[src/dof_pkg.sv]
package dof_pkg;

  // field widths fixed by the packet format
  localparam int IDX_W  = 11;
  localparam int SUM_W  = IDX_W + 1;
  localparam int BYTE_W = 8;

  localparam int OPTIONS_MAX_DEF = 1024;

  localparam logic [IDX_W-1:0] FILE_AREA_LEN  = IDX_W'(128);
  localparam logic [IDX_W-1:0] SNAME_AREA_LEN = IDX_W'(64);

  // option codes with special meaning
  localparam logic [BYTE_W-1:0] CODE_PAD      = 8'd0;
  localparam logic [BYTE_W-1:0] CODE_OVERLOAD = 8'd52;
  localparam logic [BYTE_W-1:0] CODE_END      = 8'd255;

  // parse phases
  localparam logic [2:0] PH_IDLE      = 3'd0;
  localparam logic [2:0] PH_SCAN      = 3'd1;
  localparam logic [2:0] PH_LEN_MATCH = 3'd2;
  localparam logic [2:0] PH_LEN_OVER  = 3'd3;
  localparam logic [2:0] PH_LEN_OTHER = 3'd4;
  localparam logic [2:0] PH_OVER_VAL  = 3'd5;
  localparam logic [2:0] PH_DRAIN     = 3'd6;

  // verdicts
  localparam logic [1:0] ST_FOUND     = 2'd0;
  localparam logic [1:0] ST_ABSENT    = 2'd1;
  localparam logic [1:0] ST_MALFORMED = 2'd2;

  // areas
  localparam logic [1:0] AREA_OPTIONS = 2'd0;
  localparam logic [1:0] AREA_FILE    = 2'd1;
  localparam logic [1:0] AREA_SNAME   = 2'd2;

endpackage

[src/dhcp_option_finder_unit.sv]
// dhcp option finder
// input channel: data_valid / data_stall with data_byte, first, options_length
// and option_code. one byte of the option areas per transfer: the options
// field (first set on its first byte, length and searched code sampled there),
// then the 128-byte file field, then the 64-byte sname field
// output channel: result_valid / result_stall with status, area, value_offset
// and value_length; at most one transfer per packet carrying found, absent or
// malformed. bytes after the verdict are ignored until the next first byte
// the verdict is registered and appears in the cycle after its deciding byte
// throughput: one byte per cycle unless data_stall is high; all parse state
// is set by counter adds and compares on the accepted byte and state registers
// stalls: data_stall is raised only while a verdict sits in the result register
// and result_stall is high, so bytes keep flowing while no verdict waits
// reset: rst (synchronous) empties the result register and returns the parser
// to idle, where it waits for a byte with first set
module dhcp_option_finder_unit
  import dof_pkg::*;
#(
  parameter int OPTIONS_MAX = OPTIONS_MAX_DEF
) (
  input  logic              clk,
  input  logic              rst,
  input  logic              data_valid,
  output logic              data_stall,
  input  logic [BYTE_W-1:0] data_byte,
  input  logic              first,
  input  logic [IDX_W-1:0]  options_length,
  input  logic [BYTE_W-1:0] option_code,
  output logic              result_valid,
  input  logic              result_stall,
  output logic [1:0]        status,
  output logic [1:0]        area,
  output logic [IDX_W-1:0]  value_offset,
  output logic [BYTE_W-1:0] value_length
);

  localparam logic [SUM_W+1:0] OPT_MAX_W = (SUM_W+2)'(OPTIONS_MAX);

  // parse state
  logic [BYTE_W-1:0] search_code, search_code_next;
  logic [IDX_W-1:0]  area_length, area_length_next;
  logic [1:0]        area_select, area_select_next;
  logic [IDX_W-1:0]  byte_index, byte_index_next;
  logic [IDX_W-1:0]  next_option_at, next_option_at_next;
  logic [2:0]        parse_phase, parse_phase_next;
  logic [1:0]        overload_flags, overload_flags_next;

  // verdict of the current byte
  logic              emit;
  logic [1:0]        emit_status;
  logic [1:0]        emit_area;
  logic [IDX_W-1:0]  emit_offset;
  logic [BYTE_W-1:0] emit_length;

  logic              accept;
  logic [SUM_W-1:0]  idx_plus1;
  logic [SUM_W-1:0]  idx_plus_b;
  logic [SUM_W-1:0]  idx_skip;
  logic [SUM_W-1:0]  alen_w;
  logic              last_pos;
  logic              cont_ok;

  assign data_stall = result_valid && result_stall;
  assign accept     = data_valid && !data_stall;

  always_comb begin
    // a first byte restarts the walk in any phase
    if (first) begin
      search_code_next    = option_code;
      area_length_next    = ({3'b000, options_length} > OPT_MAX_W) ?
                            OPT_MAX_W[IDX_W-1:0] : options_length;
      area_select_next    = AREA_OPTIONS;
      byte_index_next     = '0;
      next_option_at_next = '0;
      overload_flags_next = '0;
      parse_phase_next    = PH_SCAN;
    end else begin
      search_code_next    = search_code;
      area_length_next    = area_length;
      area_select_next    = area_select;
      byte_index_next     = byte_index;
      next_option_at_next = next_option_at;
      overload_flags_next = overload_flags;
      parse_phase_next    = parse_phase;
    end

    emit        = 1'b0;
    emit_status = ST_MALFORMED;
    emit_area   = AREA_OPTIONS;
    emit_offset = '0;
    emit_length = '0;

    idx_plus1  = {1'b0, byte_index_next} + SUM_W'(1);
    idx_plus_b = {1'b0, byte_index_next} + SUM_W'(data_byte);
    idx_skip   = idx_plus1 + SUM_W'(data_byte);
    alen_w     = {1'b0, area_length_next};
    last_pos   = idx_plus1 >= alen_w;
    cont_ok    = (area_select_next == AREA_OPTIONS && overload_flags_next[0]) ||
                 (area_select_next == AREA_FILE && overload_flags_next[1]);

    case (parse_phase_next)
      PH_SCAN: begin
        // inside a skipped value nothing happens
        if (byte_index_next >= next_option_at_next) begin
          if (byte_index_next >= area_length_next) begin
            emit = 1'b1;
          end else if (data_byte == search_code_next) begin
            if (last_pos) emit = 1'b1;
            else parse_phase_next = PH_LEN_MATCH;
          end else if (data_byte == CODE_PAD) begin
            if (last_pos) emit = 1'b1;
            else next_option_at_next = idx_plus1[IDX_W-1:0];
          end else if (data_byte == CODE_OVERLOAD) begin
            if (last_pos) emit = 1'b1;
            else parse_phase_next = PH_LEN_OVER;
          end else if (data_byte == CODE_END) begin
            if (cont_ok) begin
              parse_phase_next = PH_DRAIN;
            end else begin
              emit        = 1'b1;
              emit_status = ST_ABSENT;
            end
          end else begin
            if (last_pos) emit = 1'b1;
            else parse_phase_next = PH_LEN_OTHER;
          end
        end
      end
      PH_LEN_MATCH: begin
        emit = 1'b1;
        if (idx_plus_b < alen_w) begin
          emit_status = ST_FOUND;
          emit_area   = area_select_next;
          emit_offset = idx_plus1[IDX_W-1:0];
          emit_length = data_byte;
        end
      end
      PH_LEN_OVER, PH_LEN_OTHER: begin
        next_option_at_next = idx_skip[IDX_W-1:0];
        if (idx_skip >= alen_w) begin
          emit = 1'b1;
        end else if (parse_phase_next == PH_LEN_OVER && data_byte != CODE_PAD) begin
          parse_phase_next = PH_OVER_VAL;
        end else begin
          parse_phase_next = PH_SCAN;
        end
      end
      PH_OVER_VAL: begin
        overload_flags_next = data_byte[1:0];
        parse_phase_next    = PH_SCAN;
      end
      default: begin
      end
    endcase

    if (emit) begin
      parse_phase_next = PH_IDLE;
    end else if (parse_phase_next != PH_IDLE) begin
      byte_index_next = idx_plus1[IDX_W-1:0];
      // end of a drained area: move to the next one
      if (parse_phase_next == PH_DRAIN && idx_plus1 >= alen_w) begin
        area_select_next    = area_select_next + 2'd1;
        area_length_next    = (area_select_next == AREA_FILE) ?
                              FILE_AREA_LEN : SNAME_AREA_LEN;
        byte_index_next     = '0;
        next_option_at_next = '0;
        parse_phase_next    = PH_SCAN;
      end
    end
  end

  // parse state registers
  always_ff @(posedge clk) begin
    if (rst) begin
      search_code    <= '0;
      area_length    <= '0;
      area_select    <= AREA_OPTIONS;
      byte_index     <= '0;
      next_option_at <= '0;
      parse_phase    <= PH_IDLE;
      overload_flags <= '0;
    end else if (accept) begin
      search_code    <= search_code_next;
      area_length    <= area_length_next;
      area_select    <= area_select_next;
      byte_index     <= byte_index_next;
      next_option_at <= next_option_at_next;
      parse_phase    <= parse_phase_next;
      overload_flags <= overload_flags_next;
    end
  end

  // result register, taken over by each new verdict
  always_ff @(posedge clk) begin
    if (rst) begin
      result_valid <= 1'b0;
    end else if (accept && emit) begin
      result_valid <= 1'b1;
    end else if (!result_stall) begin
      result_valid <= 1'b0;
    end
  end

  always_ff @(posedge clk) begin
    if (accept && emit) begin
      status       <= emit_status;
      area         <= emit_area;
      value_offset <= emit_offset;
      value_length <= emit_length;
    end
  end

  // a verdict always returns the parser to idle
  a_idle_after_verdict: assert property (@(posedge clk) disable iff (rst)
    accept && emit |=> parse_phase == PH_IDLE)
    else $error("parser not idle after verdict");

  // only a found verdict carries location fields
  a_clean_non_found: assert property (@(posedge clk) disable iff (rst)
    result_valid && status != ST_FOUND |->
      area == AREA_OPTIONS && value_offset == '0 && value_length == '0)
    else $error("location fields set on a non-found verdict");

  // the walk never goes past the sname area
  a_area_range: assert property (@(posedge clk) disable iff (rst)
    parse_phase != PH_IDLE |-> area_select != 2'd3)
    else $error("area select out of range");

  // a found value lies inside its area
  a_found_fits: assert property (@(posedge clk) disable iff (rst)
    accept && emit && emit_status == ST_FOUND |->
      ({1'b0, emit_offset} + SUM_W'(emit_length)) <= {1'b0, area_length_next})
    else $error("found value runs past its area");

endmodule

[config.mk]
export PLATFORM = sky130hd
export DESIGN_NAME = dhcp_option_finder_unit
export DESIGN_NICKNAME = d
export VERILOG_FILES = /design/src/dof_pkg.sv /design/src/dhcp_option_finder_unit.sv
export SDC_FILE = /design/constraint.sdc
export NUM_CORES = 1
export LEC_CHECK = 0
export CAP_MARGIN = 25
export CORE_MARGIN = 2
export CORE_UTILIZATION = 55
export DETAILED_ROUTE_END_ITERATION = 16
export DONT_BUFFER_PORTS = 1
export HOLD_SLACK_MARGIN = 0.05
export PLACE_DENSITY = 0.73
export RECOVER_POWER = 50
export SLEW_MARGIN = 20
export SYNTH_ARGS = -nofsm -noshare
export SYNTH_HDL_FRONTEND = slang
export SYNTH_SLANG_ARGS = --single-unit
[constraint.sdc]
create_clock -name clk -period 6.15 [get_ports clk]
set_input_delay 0.9225 -clock clk [delete_from_list [all_inputs] [get_ports clk]]
set_output_delay 0.9225 -clock clk [all_outputs]
set_load 0.03 [all_outputs]
Word-level counts from Yosys, hierarchy flattened

Index checks and enable logic that the tools add are counted.

Register bits: 72
Input bits: 32
Logic and storage cells: 114

$add $sub $neg: 4
Magnitude comparators: 6
Equality and inequality tests: 12
Mux-type cells: 65
Reduce and logical (&&, ||, !) cells: 15

Operator list:

| kind                                                  | count |
|---|---|
| two-way mux 11 bit                                    | 18 |
| two-way mux 3 bit                                     | 16 |
| two-way mux 2 bit                                     | 14 |
| >= comparator 12 x 11 -> 1 bit                        | 2 |
| >= comparator 11 bit                                  | 2 |
| one-hot mux 11 bit (2 select lines)                   | 1 |
| two-way mux 8 bit                                     | 2 |
| adder 11 x 1 -> 12 bit, second input constant         | 1 |
| adder 11 x 8 -> 12 bit                                | 1 |
| adder 12 x 8 -> 12 bit                                | 1 |
| < comparator 12 x 11 -> 1 bit                         | 1 |
| greater-than comparator 11 bit, second input constant | 1 |
| two-way mux 1 bit                                     | 11 |
| equality test 3 bit, second input constant            | 3 |
| one-hot mux 3 bit (3 select lines)                    | 1 |
| equality test 8 x 6 -> 1 bit, second input constant   | 1 |
| equality test 8 bit                                   | 1 |
| equality test 8 bit, second input constant            | 1 |
| zero test 8 bit                                       | 1 |
| nonzero test 8 bit                                    | 1 |
| logical AND 1 bit                                     | 7 |
| equality test 3 x 2 -> 1 bit, second input constant   | 2 |
| equality test 2 x 1 -> 1 bit, second input constant   | 2 |
| one-hot mux 2 bit (2 select lines)                    | 1 |
| 10 further kinds                                      | 10 |

Longest topological paths before layout

Depth in word-level cells: 17
Depth in mapped cells: 26

Least setup slack after synthesis

OpenSTA, ideal clock, no wires.

Path kind: input port to flip-flop
Start: in first
End: reg area[0], enable pin
Setup time: 404 ps
Arrival time: 5965 ps
Slack: -219 ps
Stages: 23
Path buffers: 3
Cells stage by stage: buf_6 -> buf_2 -> clkbuf_1 -> nor2b_1 -> ha_1 -> xnor2_1 -> inv_1 -> ha_1 -> nand2b_1 -> a21oi_1 -> a21o_1 -> a21oi_1 -> nor2_1 -> a211oi_1 -> nor2_1 -> xnor2_1 -> ha_1 -> o2111ai_1 -> a211oi_1 -> nor2_1 -> a2111oi_0 -> a211oi_1 -> nor2_1

RTL lines:

| what                                                                           | line                           | RTL |
|---|---|---|
| start: declaration                                                             | dhcp_option_finder_unit.sv:26  | `input logic first,` |
| two-way mux 11 bit (*)                                                         | dhcp_option_finder_unit.sv:68  | `if (first) begin` |
| adder 11 x 1 -> 12 bit (*)                                                     | dhcp_option_finder_unit.sv:93  | `idx_plus1 = {1'b0, byte_index_next} + SUM_W'(1);` |
| named net idx_plus1[2]                                                         | dhcp_option_finder_unit.sv:56  | `logic [SUM_W-1:0] idx_plus1;` |
| parallel branches: the longest is 8 deep, another holds adder 12 x 8 -> 12 bit | n/a                            |  |
| one-hot mux 1 bit (3 select lines) (*)                                         | dhcp_option_finder_unit.sv:101 | `case (parse_phase_next)` |
| logical AND 1 bit (*)                                                          | dhcp_option_finder_unit.sv:205 | `if (accept && emit) begin` |
| end signal: assignment                                                         | dhcp_option_finder_unit.sv:207 | `area <= emit_area;` |
| end: declaration                                                               | dhcp_option_finder_unit.sv:32  | `output logic [1:0] area,` |

Mark *: on every way through the listed nets, which the timed path passes.
A chain may end at the register's enable or synchronous reset.

Worst setup path in the final report

Start: in first
End: reg byte_index[2]

RTL lines:

| what                                                                            | line                           | RTL |
|---|---|---|
| two-way mux 11 bit (*)                                                          | dhcp_option_finder_unit.sv:68  |  |
| adder 11 x 1 -> 12 bit (*)                                                      | dhcp_option_finder_unit.sv:93  |  |
| named net idx_plus1[4]                                                          | dhcp_option_finder_unit.sv:56  |  |
| parallel branches: the longest is 13 deep, another holds adder 12 x 8 -> 12 bit | n/a                            |  |
| two-way mux 11 bit (*)                                                          | dhcp_option_finder_unit.sv:156 | `if (emit) begin` |
| end signal: assignment                                                          | dhcp_option_finder_unit.sv:186 | `byte_index <= byte_index_next;` |
| end: declaration                                                                | dhcp_option_finder_unit.sv:43  | `logic [IDX_W-1:0] byte_index, byte_index_next;` |

Marked as above.

==> flow_metrics.py <==
metrics = {
    "cells_and_area": {
        "nets": 851,
        "fin_cells": 896,
        "syn2layout_area_growth_pct": 7.48,
        "num-fill-cells": 1001,
        "utilization_pct": 59.8,
        "final_area_mm2": 0.00674,
        "n_antenna_cell": 0,
        "drive_gt1_share_pct": 8.63,
    },
    "pwr": {
        "finalPower_mw": 1.48,
        "power_density_mw_per_mm2": 219,
        "p_leak_nw": 2.67,
        "ir_worst_vdd_v": 0.000136,
    },
    "synthesis": {
        "synth_cell_types": 88,
        "yosysTopAreaCell": "dfxtp_1",
        "synth_area_mm2": 0.00627,
        "ys_ff_latch": 72,
        "syn_nets": 852,
        "yosysSeqAreaShare_pct": 26.6,
        "syn_inst": 749,
        "postSynthAreaPerCell_um2": 8.38,
        "yosys.area.top_type_share_pct": 15.6,
        "ys.flop_type": "dfxtp_1",
        "synth-warning-count": 0,
        "synth-edff-count": 23,
        "synthArstFlopShare_pct": 0,
        "ys_top_cells_by_area": "dfxtp_1, ha_1, edfxtp_1",
    },
    "placement": {
        "pre_cts_ws_ns": 0.256,
        "io_buffers": 0,
        "dp_cells": 880,
        "hpwlAfterDp_um": 15300,
        "gp_congestion": 1.02,
        "dpl-instance-area_mm2": 0.00645,
    },
    "global_routing": {
        "grtUsageTotal_pct": 33.4,
        "grt_pass1_vias": 5884,
        "grt_antenna_before_repair": 0,
        "grt_remaining_overflow": 0,
        "grt_max_degree": 65,
        "grt_first_pass_wirelength_um": 32000,
    },
    "clock_network": {
        "cts_max_path_buffers": 2,
        "ctsResizeCount": 0,
        "cts.clk_slew.worst_paths_ns": 0.06,
        "holdBufCountCts": 0,
        "clk_latency_ns": 0.34,
        "htree_levels": 3,
        "clockRootBuffer": "clkbuf_16",
        "cts.sinks": 72,
        "cts_tree": "done",
        "cts_buffers": 9,
        "cts_setup_buffers": 0,
    },
    "status": {
        "status": "complete, but fails checks",
        "violations": "capacitance limit, slew limit",
    },
    "drt": {
        "drt-total-wl_um": 20400,
        "vias_per_cell": 6.79,
        "ant_nets": 0,
        "dr.pass1.iters": 5,
        "wl_per_cell_um": 22.8,
        "num_vias": 6087,
        "drt_iter0_drc": 790,
        "drc": 0,
    },
    "setup_path": {
        "startpoint": "first",
        "crit_path_start_kind": "input pin",
        "path_class": "input pin to flop",
        "cp-end-kind": "flop",
        "cp_data_arrival_time_ns": 5.97,
        "crit_fanout": 64,
        "worstPathRequired_ns": 6.37,
        "r2r_start": "byte_index[1]",
    },
    "floorplan": {
        "num_rows": 39,
        "fp.dieW_um": 111,
        "core_region_area_mm2": 0.0113,
        "dieHeight_um": 111,
        "io_pins": 57,
        "initial_core_util_pct": 55.7,
        "die-area_mm2": 0.0123,
    },
    "sta": {
        "finalMaxSlewViolations": 13,
        "final_min_period_over_clock_period_pct": 93.4,
        "setup_viol_count_final": 0,
        "tightest_slew_ns": 1.64,
        "relSlewSlack_pct": -9.93,
        "fin_skew_ns": 0.00670,
        "period_minus_slack_ns": 5.75,
        "timing.hold.ws_ns": 0.451,
        "hold_violations": 0,
        "max_freq_mhz": 174,
        "setup_slack_ns": 0.405,
        "rsz0062_at_grt": "no",
        "fin_setup_tns_ns": 0,
    },
    "run": {
        "drv_cap": 1,
    },
    "worst_hold_path": {
        "hold_path.class": "flop to flop",
        "min_from": "search_code[4]",
    },
}
==> critical path: stages <==
cell and delay [ns]:
nor2b_1 0.32, ha_1 0.32, nand3_1 0.11, xnor2_1 0.45
ha_1 0.38, o211ai_1 0.11, o21ai_0 0.14, a31o_2 0.29
a21oi_1 0.31, nand2b_1 0.17, xnor2_1 0.16, ha_1 0.30
a21o_1 0.16, a21oi_1 0.22, o311a_4 0.26, nand2_1 0.05
a32oi_1 0.21, and2_1 0.53, buf_4 0.23, a2bb2oi_1 0.19
nand3_1 0.11
==> report_power, final <==
group / internal (mW) / leakage [nW] / switching, mW / total, mW
clock network: 0.322 / 0.152 / 0.230 / 0.552
logic: 0.140 / 1.91 / 0.221 / 0.362
registers: 0.519 / 0.606 / 0.0451 / 0.564
total: 0.981 / 2.67 / 0.496 / 1.48
==> layout by cell type, fill, tap and decap left out, drive strengths merged, types with 23 or more instances in the layout <==
cell type  count
ha            70
nand2         70
nor2          62
a21oi         56
dfxtp         49
inv           38
o21ai         36
nand3         27
xnor2         27
edfxtp        23
==> state kept, by name, indices dropped and copies added (netlist names) <==
name and cells:
area 2, area_length 11, area_select 2, byte_index 11
next_option_at 11, overload_flags 2, parse_phase 3, result_valid 1
search_code 8, status 2, value_length 8, value_offset 11
==> worst paths after layout <==
| check | endpoint | slack, ns | cells after the start |
|---|---|---|---|
| max | byte_index[2] | 0.40 | 21 |
| min | search_code[4] | 0.45 | 2 |
| max reg2reg | byte_index[2] | 0.60 | 21 |
| min reg2reg | search_code[4] | 0.45 | 2 |
==> cells by family after synthesis <==
group                    after synthesis  synth area share [%]
AND/OR/NAND/NOR                      286                  24.0
AO/OA/AOI/OAI                        205                  23.0
adder cells (fa/ha/maj)               74                  14.8
flip-flops                            72                  26.6
buffers and inverters                 65                  4.59
XOR/XNOR                              32                  4.59
multiplexers                          15                  2.51
==> cell type report <==
| class | instances | area [um2] | area share [%] |
|---|---|---|---|
| Tap cell | 143 | 179 | 2.65 |
| Multi-Input combinational cell | 612 | 4320 | 64.0 |
| Clock inverter | 7 | 80.1 | 1.19 |
| Sequential cell | 72 | 1670 | 24.8 |
| Clock buffer | 9 | 225 | 3.34 |
| Timing Repair Buffer | 21 | 150 | 2.23 |
| Inverter | 32 | 120 | 1.78 |
==> metal layers <==
layer / GRT usage (%) / up-vias / part of all wire [%] / wire length (um)
li1: - / 2805 / - / -
met1: 43.2 / 2870 / 41 / 8390
met2: 53.8 / 356 / 45 / 9190
met3: 7.05 / 56 / 10 / 2050
met4: 14.8 / 0 / 3.9 / 796
met5: 0 / - / 0 / 0
==> synth_stat cells, drive strengths merged (3+ instances only) <==
master	n
maj3	3
and2	13
or3	10
and3	17
mux2i	15
nor2b	19
nor4	9
a31oi	4
nand2	70
nand3	27
a22o	3
ha	70
nand3b	5
nand4	11
clkbuf	21
a22oi	8
o21ai	36
inv	32
xnor2	27
a211oi	11
dfxtp	49
and3b	3
o221ai	3
nor2	62
nand2b	10
nor3	18
edfxtp	23
a21o	11
a222oi	5
o21a	8
o221a	4
a221oi	7
buf	12
o31ai	4
xor2	5
nor4b	3
o22ai	4
o211ai	6
a211o	7
a21oi	56
or4	3
Power figures use the tool's default switching activity.
